## config.mk

```make
export PLATFORM = sky130hd
export DESIGN_NAME = hlsr_ctrl
export DESIGN_NICKNAME = d
export VERILOG_FILES = /design/src/sv/hlsr_pkg.sv /design/src/sv/hlsr_ctrl.sv
export SDC_FILE = /design/constraint.sdc
export NUM_CORES = 1
export LEC_CHECK = 0
export BUFFER_PORTS_ARGS = -buffer_cell sky130_fd_sc_hd__buf_2
export CAP_MARGIN = 20
export CORE_MARGIN = 8
export CORE_UTILIZATION = 38
export DETAILED_ROUTE_END_ITERATION = 8
export GPL_ROUTABILITY_DRIVEN = 0
export HOLD_SLACK_MARGIN = 0.03
export PLACE_DENSITY = 0.74
export SYNTH_ARGS = -nofsm -noshare
export SYNTH_HDL_FRONTEND = slang
export SYNTH_SLANG_ARGS = --single-unit
export TNS_END_PERCENT = 50
```

## constraint.sdc

```tcl
create_clock -name clk -period 1.6 [get_ports clk]
set_input_delay 0.4 -clock clk [delete_from_list [all_inputs] [get_ports clk]]
set_output_delay 0.4 -clock clk [all_outputs]
set_load 0.03 [all_outputs]
```

## src/sv/hlsr_pkg.sv

```systemverilog
// Shared types, constants and helpers for the LCD scanline renderer.
// Used by hlsr_ctrl, hlsr_datapath and the top level; depends on nothing.
package hlsr_pkg;

    localparam int DEF_SCREEN_WIDTH  = 160;
    localparam int DEF_VISIBLE_LINES = 144;
    localparam int DEF_SPRITE_COUNT  = 40;

    localparam logic [1:0] OP_TICK  = 2'd0;
    localparam logic [1:0] OP_READ  = 2'd1;
    localparam logic [1:0] OP_WRITE = 2'd2;
    localparam logic [1:0] OP_PIXEL = 2'd3;

    localparam logic [1:0] MODE_HBLANK = 2'd0;
    localparam logic [1:0] MODE_VBLANK = 2'd1;
    localparam logic [1:0] MODE_SEARCH = 2'd2;
    localparam logic [1:0] MODE_XFER   = 2'd3;

    localparam logic [9:0] DOTS_SEARCH = 10'd80;
    localparam logic [9:0] DOTS_XFER   = 10'd172;
    localparam logic [9:0] DOTS_HBLANK = 10'd204;
    localparam logic [9:0] DOTS_LINE   = 10'd456;
    localparam logic [7:0] LAST_LINE   = 8'd153;

    localparam int VRAM_DEPTH = 8192;
    localparam int VRAM_AW    = 13;
    localparam int OAM_DEPTH  = 160;
    localparam int OAM_AW     = 8;

    localparam logic [VRAM_AW-1:0] MAP_HIGH    = 13'h1C00;
    localparam logic [VRAM_AW-1:0] MAP_LOW     = 13'h1800;
    localparam logic [VRAM_AW-1:0] SIGNED_BASE = 13'h1000;

    localparam logic [15:0] OAM_FIRST = 16'hFE00;
    localparam logic [15:0] OAM_LAST  = 16'hFE9F;
    localparam logic [15:0] REG_LCDC  = 16'hFF40;
    localparam logic [15:0] REG_STAT  = 16'hFF41;
    localparam logic [15:0] REG_SCY   = 16'hFF42;
    localparam logic [15:0] REG_SCX   = 16'hFF43;
    localparam logic [15:0] REG_LY    = 16'hFF44;
    localparam logic [15:0] REG_LYC   = 16'hFF45;
    localparam logic [15:0] REG_BGP   = 16'hFF47;
    localparam logic [15:0] REG_OBP0  = 16'hFF48;
    localparam logic [15:0] REG_OBP1  = 16'hFF49;
    localparam logic [15:0] REG_WY    = 16'hFF4A;
    localparam logic [15:0] REG_WX    = 16'hFF4B;

    localparam logic [7:0] LCDC_RESET = 8'h91;
    localparam logic [7:0] STAT_RESET = 8'h85;
    localparam logic [7:0] BGP_RESET  = 8'hFC;
    localparam logic [7:0] OBP_RESET  = 8'hFF;

    typedef struct packed {
        logic clear;
        logic capture;
        logic exec;
        logic bg_map;
        logic bg_lo;
        logic bg_hi;
        logic bg_wr;
        logic sp_y;
        logic sp_x;
        logic sp_t;
        logic sp_a;
        logic sp_chk;
        logic sp_lo;
        logic sp_hi;
        logic sp_pix;
        logic sp_next;
        logic load_out;
    } hlsr_cmd_t;

    typedef struct packed {
        logic clear_done;
        logic render_go;
        logic sprites_on;
        logic px_last;
        logic sp_hit;
        logic sp_last;
        logic k_last;
    } hlsr_status_t;

    function automatic logic [31:0] shade_argb(input logic [1:0] shade);
        logic [31:0] c;
        case (shade)
            2'd0:    c = 32'hFFE0F8D0;
            2'd1:    c = 32'hFF88C070;
            2'd2:    c = 32'hFF346856;
            default: c = 32'hFF081820;
        endcase
        return c;
    endfunction

endpackage

```

## src/sv/hlsr_ctrl.sv

```systemverilog
// Sequencer for the LCD scanline renderer: clear pass, item execution,
// line render steps and the output handshake. Uses hlsr_pkg.
module hlsr_ctrl
    import hlsr_pkg::*;
(
    input  logic         clk,
    input  logic         rst_n,
    input  logic         in_valid,
    output logic         in_stall,
    output logic         out_valid,
    input  logic         out_stall,
    input  hlsr_status_t sts,
    output hlsr_cmd_t    cmd
);

    localparam logic [3:0] ST_CLEAR  = 4'd0;
    localparam logic [3:0] ST_IDLE   = 4'd1;
    localparam logic [3:0] ST_EXEC   = 4'd2;
    localparam logic [3:0] ST_BG_MAP = 4'd3;
    localparam logic [3:0] ST_BG_LO  = 4'd4;
    localparam logic [3:0] ST_BG_HI  = 4'd5;
    localparam logic [3:0] ST_BG_WR  = 4'd6;
    localparam logic [3:0] ST_SP_Y   = 4'd7;
    localparam logic [3:0] ST_SP_X   = 4'd8;
    localparam logic [3:0] ST_SP_T   = 4'd9;
    localparam logic [3:0] ST_SP_A   = 4'd10;
    localparam logic [3:0] ST_SP_CHK = 4'd11;
    localparam logic [3:0] ST_SP_LO  = 4'd12;
    localparam logic [3:0] ST_SP_HI  = 4'd13;
    localparam logic [3:0] ST_SP_PIX = 4'd14;
    localparam logic [3:0] ST_FIN    = 4'd15;

    logic [3:0] state_reg, state_next;
    logic       out_valid_reg, out_valid_next;

    always_comb
    begin
        cmd        = '0;
        state_next = state_reg;
        in_stall   = 1'b1;
        unique case (state_reg)
            ST_CLEAR:
            begin
                cmd.clear = 1'b1;
                if (sts.clear_done)
                    state_next = ST_IDLE;
            end
            ST_IDLE:
            begin
                in_stall = 1'b0;
                if (in_valid)
                begin
                    cmd.capture = 1'b1;
                    state_next  = ST_EXEC;
                end
            end
            ST_EXEC:
            begin
                cmd.exec   = 1'b1;
                state_next = sts.render_go ? ST_BG_MAP : ST_FIN;
            end
            ST_BG_MAP:
            begin
                cmd.bg_map = 1'b1;
                state_next = ST_BG_LO;
            end
            ST_BG_LO:
            begin
                cmd.bg_lo  = 1'b1;
                state_next = ST_BG_HI;
            end
            ST_BG_HI:
            begin
                cmd.bg_hi  = 1'b1;
                state_next = ST_BG_WR;
            end
            ST_BG_WR:
            begin
                cmd.bg_wr = 1'b1;
                if (!sts.px_last)
                    state_next = ST_BG_MAP;
                else if (sts.sprites_on)
                    state_next = ST_SP_Y;
                else
                    state_next = ST_FIN;
            end
            ST_SP_Y:
            begin
                cmd.sp_y   = 1'b1;
                state_next = ST_SP_X;
            end
            ST_SP_X:
            begin
                cmd.sp_x   = 1'b1;
                state_next = ST_SP_T;
            end
            ST_SP_T:
            begin
                cmd.sp_t   = 1'b1;
                state_next = ST_SP_A;
            end
            ST_SP_A:
            begin
                cmd.sp_a   = 1'b1;
                state_next = ST_SP_CHK;
            end
            ST_SP_CHK:
            begin
                cmd.sp_chk = 1'b1;
                if (sts.sp_hit)
                    state_next = ST_SP_LO;
                else
                begin
                    cmd.sp_next = 1'b1;
                    state_next  = sts.sp_last ? ST_FIN : ST_SP_Y;
                end
            end
            ST_SP_LO:
            begin
                cmd.sp_lo  = 1'b1;
                state_next = ST_SP_HI;
            end
            ST_SP_HI:
            begin
                cmd.sp_hi  = 1'b1;
                state_next = ST_SP_PIX;
            end
            ST_SP_PIX:
            begin
                cmd.sp_pix = 1'b1;
                if (sts.k_last)
                begin
                    cmd.sp_next = 1'b1;
                    state_next  = sts.sp_last ? ST_FIN : ST_SP_Y;
                end
            end
            ST_FIN:
            begin
                // hold the result until the output register frees up
                if (!out_valid_reg || !out_stall)
                begin
                    cmd.load_out = 1'b1;
                    state_next   = ST_IDLE;
                end
            end
            default:
                state_next = ST_IDLE;
        endcase
    end

    always_comb
    begin
        out_valid_next = out_valid_reg;
        if (out_valid_reg && !out_stall)
            out_valid_next = 1'b0;
        if (cmd.load_out)
            out_valid_next = 1'b1;
    end

    always_ff @(posedge clk or negedge rst_n)
    begin
        if (!rst_n)
        begin
            state_reg     <= ST_CLEAR;
            out_valid_reg <= 1'b0;
        end
        else
        begin
            state_reg     <= state_next;
            out_valid_reg <= out_valid_next;
        end
    end

    assign out_valid = out_valid_reg;

endmodule

```

Word level (Yosys, flattened, before mapping)
Index checks and enable logic that the tools add are counted.
{ "word_totals": {"ram_bits": 0, "rom_bits": 0, "latchBits": 0, "in_bits": 11, "reg_bits": 5, "memories": 0} }
{ "classes": {"bitwise": 0, "n_reduce_logical": 7, "add_sub_neg": 0, "mul": 0, "shifts": 0, "n_mux": 34, "n_eq_ne": 19, "magnitude_cmp": 0, "div_mod_pow": 0} }
{ "ops": {"columns": ["op", "n"], "rows": [
  ["4-bit one-hot mux with 16 select lines", 1],
  ["4-bit two-way mux", 9],
  ["4-bit == test, second input constant", 8],
  ["1-bit two-way mux", 23],
  ["4-bit by 3-bit == test with 1-bit output, second input constant", 4],
  ["4-bit by 2-bit == test with 1-bit output, second input constant", 2],
  ["2-bit inequality test, second input constant", 4],
  ["4-bit by 1-bit == test with 1-bit output, second input constant", 1],
  ["4-bit logical NOT", 1],
  ["4-bit AND reduction", 1],
  ["1-bit logical NOT", 2],
  ["1-bit one-hot mux with 2 select lines", 1],
  ["2-bit nonzero test", 1],
  ["1-bit logical AND", 1],
  ["1-bit logical OR", 1]
]} }

Depth between registers and ports, before layout
Gate-level depths: netlist of the first run.
{ "depth": {"depth_word": 5, "mapped_depth": 6} }

Worst setup path before layout of the first run
OpenSTA, ideal clock, no wires.
{ "synth_path": {"kind": "reg2reg", "startpoint": "register state_reg[1]", "endpoint": "register state_reg[1]", "required_time_ns": 1.475, "t_arrival_ns": 2.109, "period_less_slack_ns": 2.234, "stages_incl_launch_ff": 6, "setup_time_ns": 0.125, "path_buffers": 1, "slack_ns": -0.634, "cell_sequence": "dfrtp_1 -> buf_6 -> nor4_1 -> o2bb2ai_1 -> nor3_2 -> mux2_4"} }
{ "synth_via": {"elab_chain_len": 3, "elab_cells_between_ends": 22} }
{ "synth_rtl": {"columns": ["element", "line", "rtl"], "rows": [
  ["from (decl)", "hlsr_ctrl.sv:33", "logic [3:0] state_reg, state_next;"],
  ["from (signal assigned)", "hlsr_ctrl.sv:169", "state_reg <= state_next;"],
  ["4-bit == test, or another cell as far along", "hlsr_ctrl.sv:41", "unique case (state_reg)"],
  ["2-bit inequality test (no line)", null, null],
  ["4-bit AND reduction (no line)", null, null]
]} }
Several ways; a longest one is shown, not always the timed one.
A chain may end at the register's enable or synchronous reset.

==> results by group, run 1 <==
STA
  – Worst-Margin Slew: 403 ps
  – Relative slew slack: between 70% and 80%
  – Final Max Slew Viols: 0
  – Hold Vio Cnt, Final: 0
  – Tmin final: about 1800 ps
  – Worst Skew: 6.06 ps
  – Final worst setup slack: -230 ps
  – Setup violators final: 22
  – Fmax achieved: about 0.55 GHz
  – RSZ-0062 raised after global routing: true
  – TNS Setup: -2880 ps
  – Final worst path period share: 114%

Finish
  – Area growth syn-to-layout: 93.0%
  – Fill count: 80
  – Multi-input gate area: about 500 um2
  – Sequential Area: roughly 130 um2
  – Post-route core utilization: between 80% and 90%
  – Layout cell share with drive strength beyond 1: 62.7%
  – # diodes: 0
  – Max reg flops: 4
  – Layout Nets: 130

Critical path
  – Worst Setup SP: state_reg[2]
  – Worst Path Arrival: between 1000 and 1500 ps
  – Crit-path max FO: 3
  – Worst path bufs/invs: 1
  – Worst EP required: ~1200 ps
  – CP Capture Type: primary output
  – Critical Path Sink: cmd[15]
  – Startpoint Class: flop
  – Slowest stage delay, CP: 560 ps
  – R2R depth: 6
  – RR Startpoint: state_reg[1]
  – Reg2reg setup slack: -180 ps
  – Cell family with most CP delay: simple AND/OR/NAND/NOR gates
  – Crit. path cell count: 3
  – Critical path type: reg -> out
  – Slowest cell on crit path: or4b_4
  – Cell breakdown of the critical path: or4b_4, nor2_4, buf_6
  – Reg-to-Reg End: state_reg[1]

CTS
  – H-tree depth: 1
  – Worst-Skew Late Latency: ~250 ps
  – Inserted Clock Buffers: 3
  – CTS Root Cell: clkbuf_4
  – CTS Buffer Depth: 2
  – CTS tree: yes
  – Clock Pin Slew Worst Setup and Hold Paths: ~50 ps
  – Clock sinks: 5

Detailed routing
  – Drt drc: 0
  – Vias per cell: 5.73
  – Iteration-0 DRC Markers: 14
  – Routed Antenna Nets: 0
  – Drt pass-1 iters: 4
  – Drt wl/cell: between 15 and 20 um
  – Routed vias: between 700 and 800
  – WL final: ~2200 um

Floorplan
  – Die Y: approximately 54 um
  – DIE AREA: between 0.002 and 0.003 mm2
  – I/O pin total: 30
  – Die W: 54.2 um
  – Initial core utilization: between 40% and 50%
  – CORE AREA: 0.00133 mm2
  – Rows: 13

Pwr
  – Pleak: roughly 0.5 nW
  – Peak VDD IR: roughly 1.2 mV
  – Pwr Density: about 2300 mW/mm2

Logic synthesis
  – Synthesis-stage register bit count: 5
  – Mapped cell area: about 550 um2
  – Post-synth cell types: 34
  – Most frequent cell after synthesis: nor2_1
  – Syn avg cell area: around 7.5 um2
  – Post-synth EDFFs: 0
  – Syn_nets: between 80 and 90
  – Warnings from Yosys: 0
  – Most used DFF post-synth: dfrtp_1
  – Post-synthesis async set-or-reset flop share: 100%
  – Most instantiated cells after synthesis: nor2_1, nand2_1, dfrtp_1, nand2b_1, nor3_1
  – Area leader, netlist: dfrtp_1
  – Dominant cells by area after synthesis: dfrtp_1, nor2_1, nand2b_1
  – Synthesized instance count: between 70 and 80
  – Sequential area share after synthesis: between 20% and 30%
  – Top cell type's share of synthesized area: a little under a quarter

Global routing
  – Initial antenna violation count: 0
  – Number of global-route vias before repair: between 700 and 800
  – Remaining global-route overflow: 0
  – First-pass GRT wire length: 3660 um
  – Overall Global Routing Usage: between 10% and 20%
  – Largest net degree at the start of global routing: 18

Worst hold path
  – Path type of the worst min-delay path: in -> reg

Run
  – Max-Cap Viols: 0

Placement
  – Place WS: -48.5 ps
  – Hpwl dp: 1330 um
  – IO Port Bufs: 29

Status
  – Failing checks: negative setup slack
  – Status: finished, violations left
-- timing repair --
item	CTS	global route
gates cloned	0	0
setup endpoints to repair	19	22
pin swaps	7	3
setup buffers	6	1
hold buffers	1	0
resized for setup	40	13
endpoints found under the hold margin	5	0
-- metrics by stage --
stage / instance area [um2] / hold slack (ps) / total power, W / instances
detailed placement: 792 / 213 / 0.00169 / 121
finish: 1070 / 405 / 0.00243 / 133
floorplan: 596 / 104 / 0.00130 / 74
CTS: 1010 / 404 / 0.00225 / 132
global placement: 792 / 214 / 0.00167 / 121
global route: 1070 / 426 / 0.00258 / 133
-- worst min path at each step --
stage / start / end / slack [ps] / cells past startpoint
after floorplan: rst_n / out_valid / 100 / 0
after global placement: rst_n / out_valid / 210 / 1
after detailed placement: rst_n / out_valid / 210 / 1
after CTS: out_stall / out_valid / 400 / 3
after global routing: out_stall / out_valid / 430 / 3
final: out_stall / out_valid / 400 / 3
-- where the power goes --
part / internal, W / switching (W)
Clock: 0.0000947 / 0.0000582
Combinational: 0.000892 / 0.00115
Sequential: 0.000193 / 0.0000505
-- cells in the final DEF, fill, tap and decap left out, types with 2 or more instances in the layout --
master / synthesis / layout
buf_4: 1 / 21
buf_2: 2 / 12
buf_6: 1 / 12
nor2_1: 11 / 5
dfrtp_1: 5 / 5
nor3_2: 1 / 4
nor2_4: 0 / 4
a21oi_1: 4 / 4
inv_1: 4 / 3
nand2_1: 6 / 3
nand2b_1: 5 / 3
clkbuf_4: 0 / 3
nand2_2: 0 / 2
nand2b_4: 0 / 2
nor2_2: 0 / 2
nor3_4: 0 / 2
o31ai_1: 2 / 2
o21ai_0: 2 / 2
a31oi_1: 2 / 2
-- metal layers --
metal	GRT usage, %	vias to the layer above	wire length (um)
met5	0	-	0
met4	9.02	0	79
met3	1.93	9	95
met2	26.7	25	1180
met1	20.2	361	887
li1	-	367	-
-- cells by family after synthesis --
logic type / count (synthesis) / synth area share, %
mux: 2 / 4.51
compound gates: 19 / 27.1
buf+inv: 11 / 9.93
flops: 5 / 22.6
simple gates: 37 / 35.9
-- worst register-to-register path, stage by stage, from the launching register on --
cell,delay (ps)
dfrtp_1,380
buf_6,150
or2b_4,320
buf_4,160
o32ai_4,240
nor3_2,100
mux2_4,320
-- layout make-up --
| class | instances | area share, % |
|---|---|---|
| Clock buffer | 4 | 2.46 |
| Inverter | 4 | 1.64 |
| Multi-Input combinational cell | 58 | 46.7 |
| Sequential cell | 5 | 11.7 |
| Tap cell | 15 | 1.75 |
| Timing Repair Buffer | 47 | 35.8 |
(Power assumes the default switching activity.)
==> run 2, diff against run 1 <==
==> constraint.sdc (replaced) <==
create_clock -name clk -period 1.6 [get_ports clk]
set_input_delay 0.16 -clock clk [delete_from_list [all_inputs] [get_ports clk]]
set_output_delay 0.16 -clock clk [all_outputs]
set_load 0.03 [all_outputs]
==> results by group, run 2 (synthesized netlist as in run 1, its figures left out) <==
Detailed routing
  – Drt wl/cell: 15.0 um (-11%)
  – WL final: 1940 um (-14%)
  – Drt pass-1 iters: 4 (unchanged)
  – Routed Antenna Nets: 0 (unchanged)
  – Routed vias: 702 (-7.9%)
  – Iteration-0 DRC Markers: 16 (+2)
  – Drt drc: 0 (unchanged)
  – Vias per cell: 5.44 (-5.0%)

Finish
  – Commonest cells after routing, fill and taps aside: buf_2, buf_4, nor2_1, buf_6
  – Design Area, Final: 930 um2 (-13%)
  – Post-route core utilization: 69.7% (-11 points)
  – Layout Nets: 126 (-3.1%)
  – Final Non-Filler Cells: 129 (-3.0%)
  – Area growth syn-to-layout: 67.7%
  – Most common cell after layout, fill and taps aside: buf_2
  – Max reg flops: 4 (unchanged)
  – Layout cell share with drive strength beyond 1: 51.8% (-11 points)
  – # diodes: 0 (unchanged)

Floorplan
  – DIE AREA: 0.00294 mm2 (unchanged)
  – Die Y: 54.2 um (unchanged)
  – Rows: 13 (unchanged)
  – Initial core utilization: 41.6% (unchanged)
  – CORE AREA: 0.00133 mm2 (unchanged)
  – Die W: 54.2 um (unchanged)
  – I/O pin total: 30 (unchanged)

Placement
  – Hpwl dp: 1210 um (-8.7%)
  – Post-place instance area: 751 um2 (-5.2%)
  – IO Port Bufs: 29 (unchanged)
  – Inst Count DP: 117 (-3.3%)

Global routing
  – Remaining global-route overflow: 0 (unchanged)
  – Number of global-route vias before repair: 641 (-17%)
  – Overall Global Routing Usage: 12.1% (-4.3 points)
  – Initial antenna violation count: 0 (unchanged)
  – Largest net degree at the start of global routing: 18 (unchanged)
  – First-pass GRT wire length: 2710 um (-26%)

Pwr
  – Pleak: 0.446 nW (-11%)
  – Peak VDD IR: 0.993 mV (-16%)
  – Pwr Density: 2250 mW/mm2 (-1.1%)

STA
  – Worst Hold Slack: 165 ps (-239 ps)
  – Hold Vio Cnt, Final: 0 (unchanged)
  – RSZ-0062 raised after global routing: true
  – Fmax achieved: 0.584 GHz (+6.8%)
  – Final Max Slew Viols: 0 (unchanged)
  – Final worst path period share: 107% (-7.3 points)
  – Tmin final: 1710 ps (-117 ps)
  – Setup violators final: 7 (-68%)
  – Relative slew slack: 75.2% (+2.1 points)
  – Worst Skew: 1.59 ps (-4.47 ps)
  – Final worst setup slack: -113 ps (+117 ps)
  – Worst-Margin Slew: 362 ps (-40.6 ps)

Status
  – Failing checks: negative setup slack
  – Status: finished, violations left

CTS
  – CTS Buffer Depth: 2 (unchanged)
  – CTS tree: yes
  – Clock sinks: 5 (unchanged)
  – CTS Root Cell: clkbuf_4
  – Worst-Skew Late Latency: 240 ps (about the same)
  – H-tree depth: 1 (unchanged)
  – Clock Pin Slew Worst Setup and Hold Paths: 40 ps (about the same)
  – Inserted Clock Buffers: 3 (unchanged)

Critical path
  – Crit-path max FO: 4 (+1)
  – Critical path type: reg -> out
  – Worst Path Arrival: 1550 ps (+120 ps)
  – Worst EP required: 1440 ps (+240 ps)
  – CP Capture Type: primary output
  – Startpoint Class: flop

Run
  – Max-Cap Viols: 0 (unchanged)

Worst hold path
  – Path type of the worst min-delay path: in -> reg
## run 2: cell count changes in the layout (fill, tap and decap cells not counted), moves of 2 or more
cell | before | now
nor3_1 | 0 | 3
nand2b_4 | 2 | 0
buf_6 | 12 | 9
nor3_4 | 2 | 0
nand2b_1 | 3 | 5
nor2_4 | 4 | 0
nand2_1 | 3 | 5
buf_4 | 21 | 14
nor2_1 | 5 | 9
buf_2 | 12 | 18
## run 2: what timing repair did
| item | in CTS | in global routing |
|---|---|---|
| endpoints found under the setup margin | 9 | 19 |
| resized for setup | 16 | 13 |
| hold buffers | 1 | 0 |
| pin swaps | 0 | 5 |
| endpoints found under the hold margin | 5 | 0 |
| buffers inserted | 4 | 3 |
## run 2: area by class of cell
cell class	count	area [um2]
Multi-Input combinational cell	58	412
Tap cell	15	18.8
Fill cell	104	404
Timing Repair Buffer	43	327
Inverter	4	21.3
Sequential cell	5	125
Clock buffer	4	26.3
## run 2: stage by stage
stage | setup WS [ps] | power, W | setup TNS [ps]
after detailed placement | 20.6 | 0.00159 | 0
after CTS | -21.8 | 0.00191 | -79.7
after floorplan | -113 | 0.00126 | -286
after global placement | 75.9 | 0.00158 | 0
final | -113 | 0.00209 | -403
after global routing | -169 | 0.00221 | -961
## run 2: critical path: stages, from the launching register on
cell and delay (ps):
dfrtp_1 430, buf_6 150, or2b_1 250, buf_4 170, nor2_1 140, buf_4 180
## run 2: worst paths after layout
path                       depth (start not counted)         start  slack [ps]      endpoint
max                                                5  state_reg[0]        -110       cmd[10]
min                                                3     out_stall         170     out_valid
max reg2reg                                        6  state_reg[0]         -50  state_reg[1]
min reg2reg                                        2     out_valid         530     out_valid
max in group asynchronous                          2         rst_n        1190  state_reg[3]
min in group asynchronous                          2         rst_n         270  state_reg[2]
## run 2: power breakdown
| group | total (W) | leakage, nW | internal (W) | switching (W) |
|---|---|---|---|---|
| clock | 0.000148 | 0.0150 | 0.0000944 | 0.0000537 |
| sequential | 0.000250 | 0.0607 | 0.000193 | 0.0000570 |
| combinational | 0.00169 | 0.370 | 0.000730 | 0.000964 |
## run 2: routing by layer
layer,global-route usage [%],vias to the layer above,part of all wire (%)
met3,2.75,0,5.8
met1,12.4,331,40
met4,6.15,0,0
li1,-,346,-
met2,22.1,25,54
met5,0,-,0
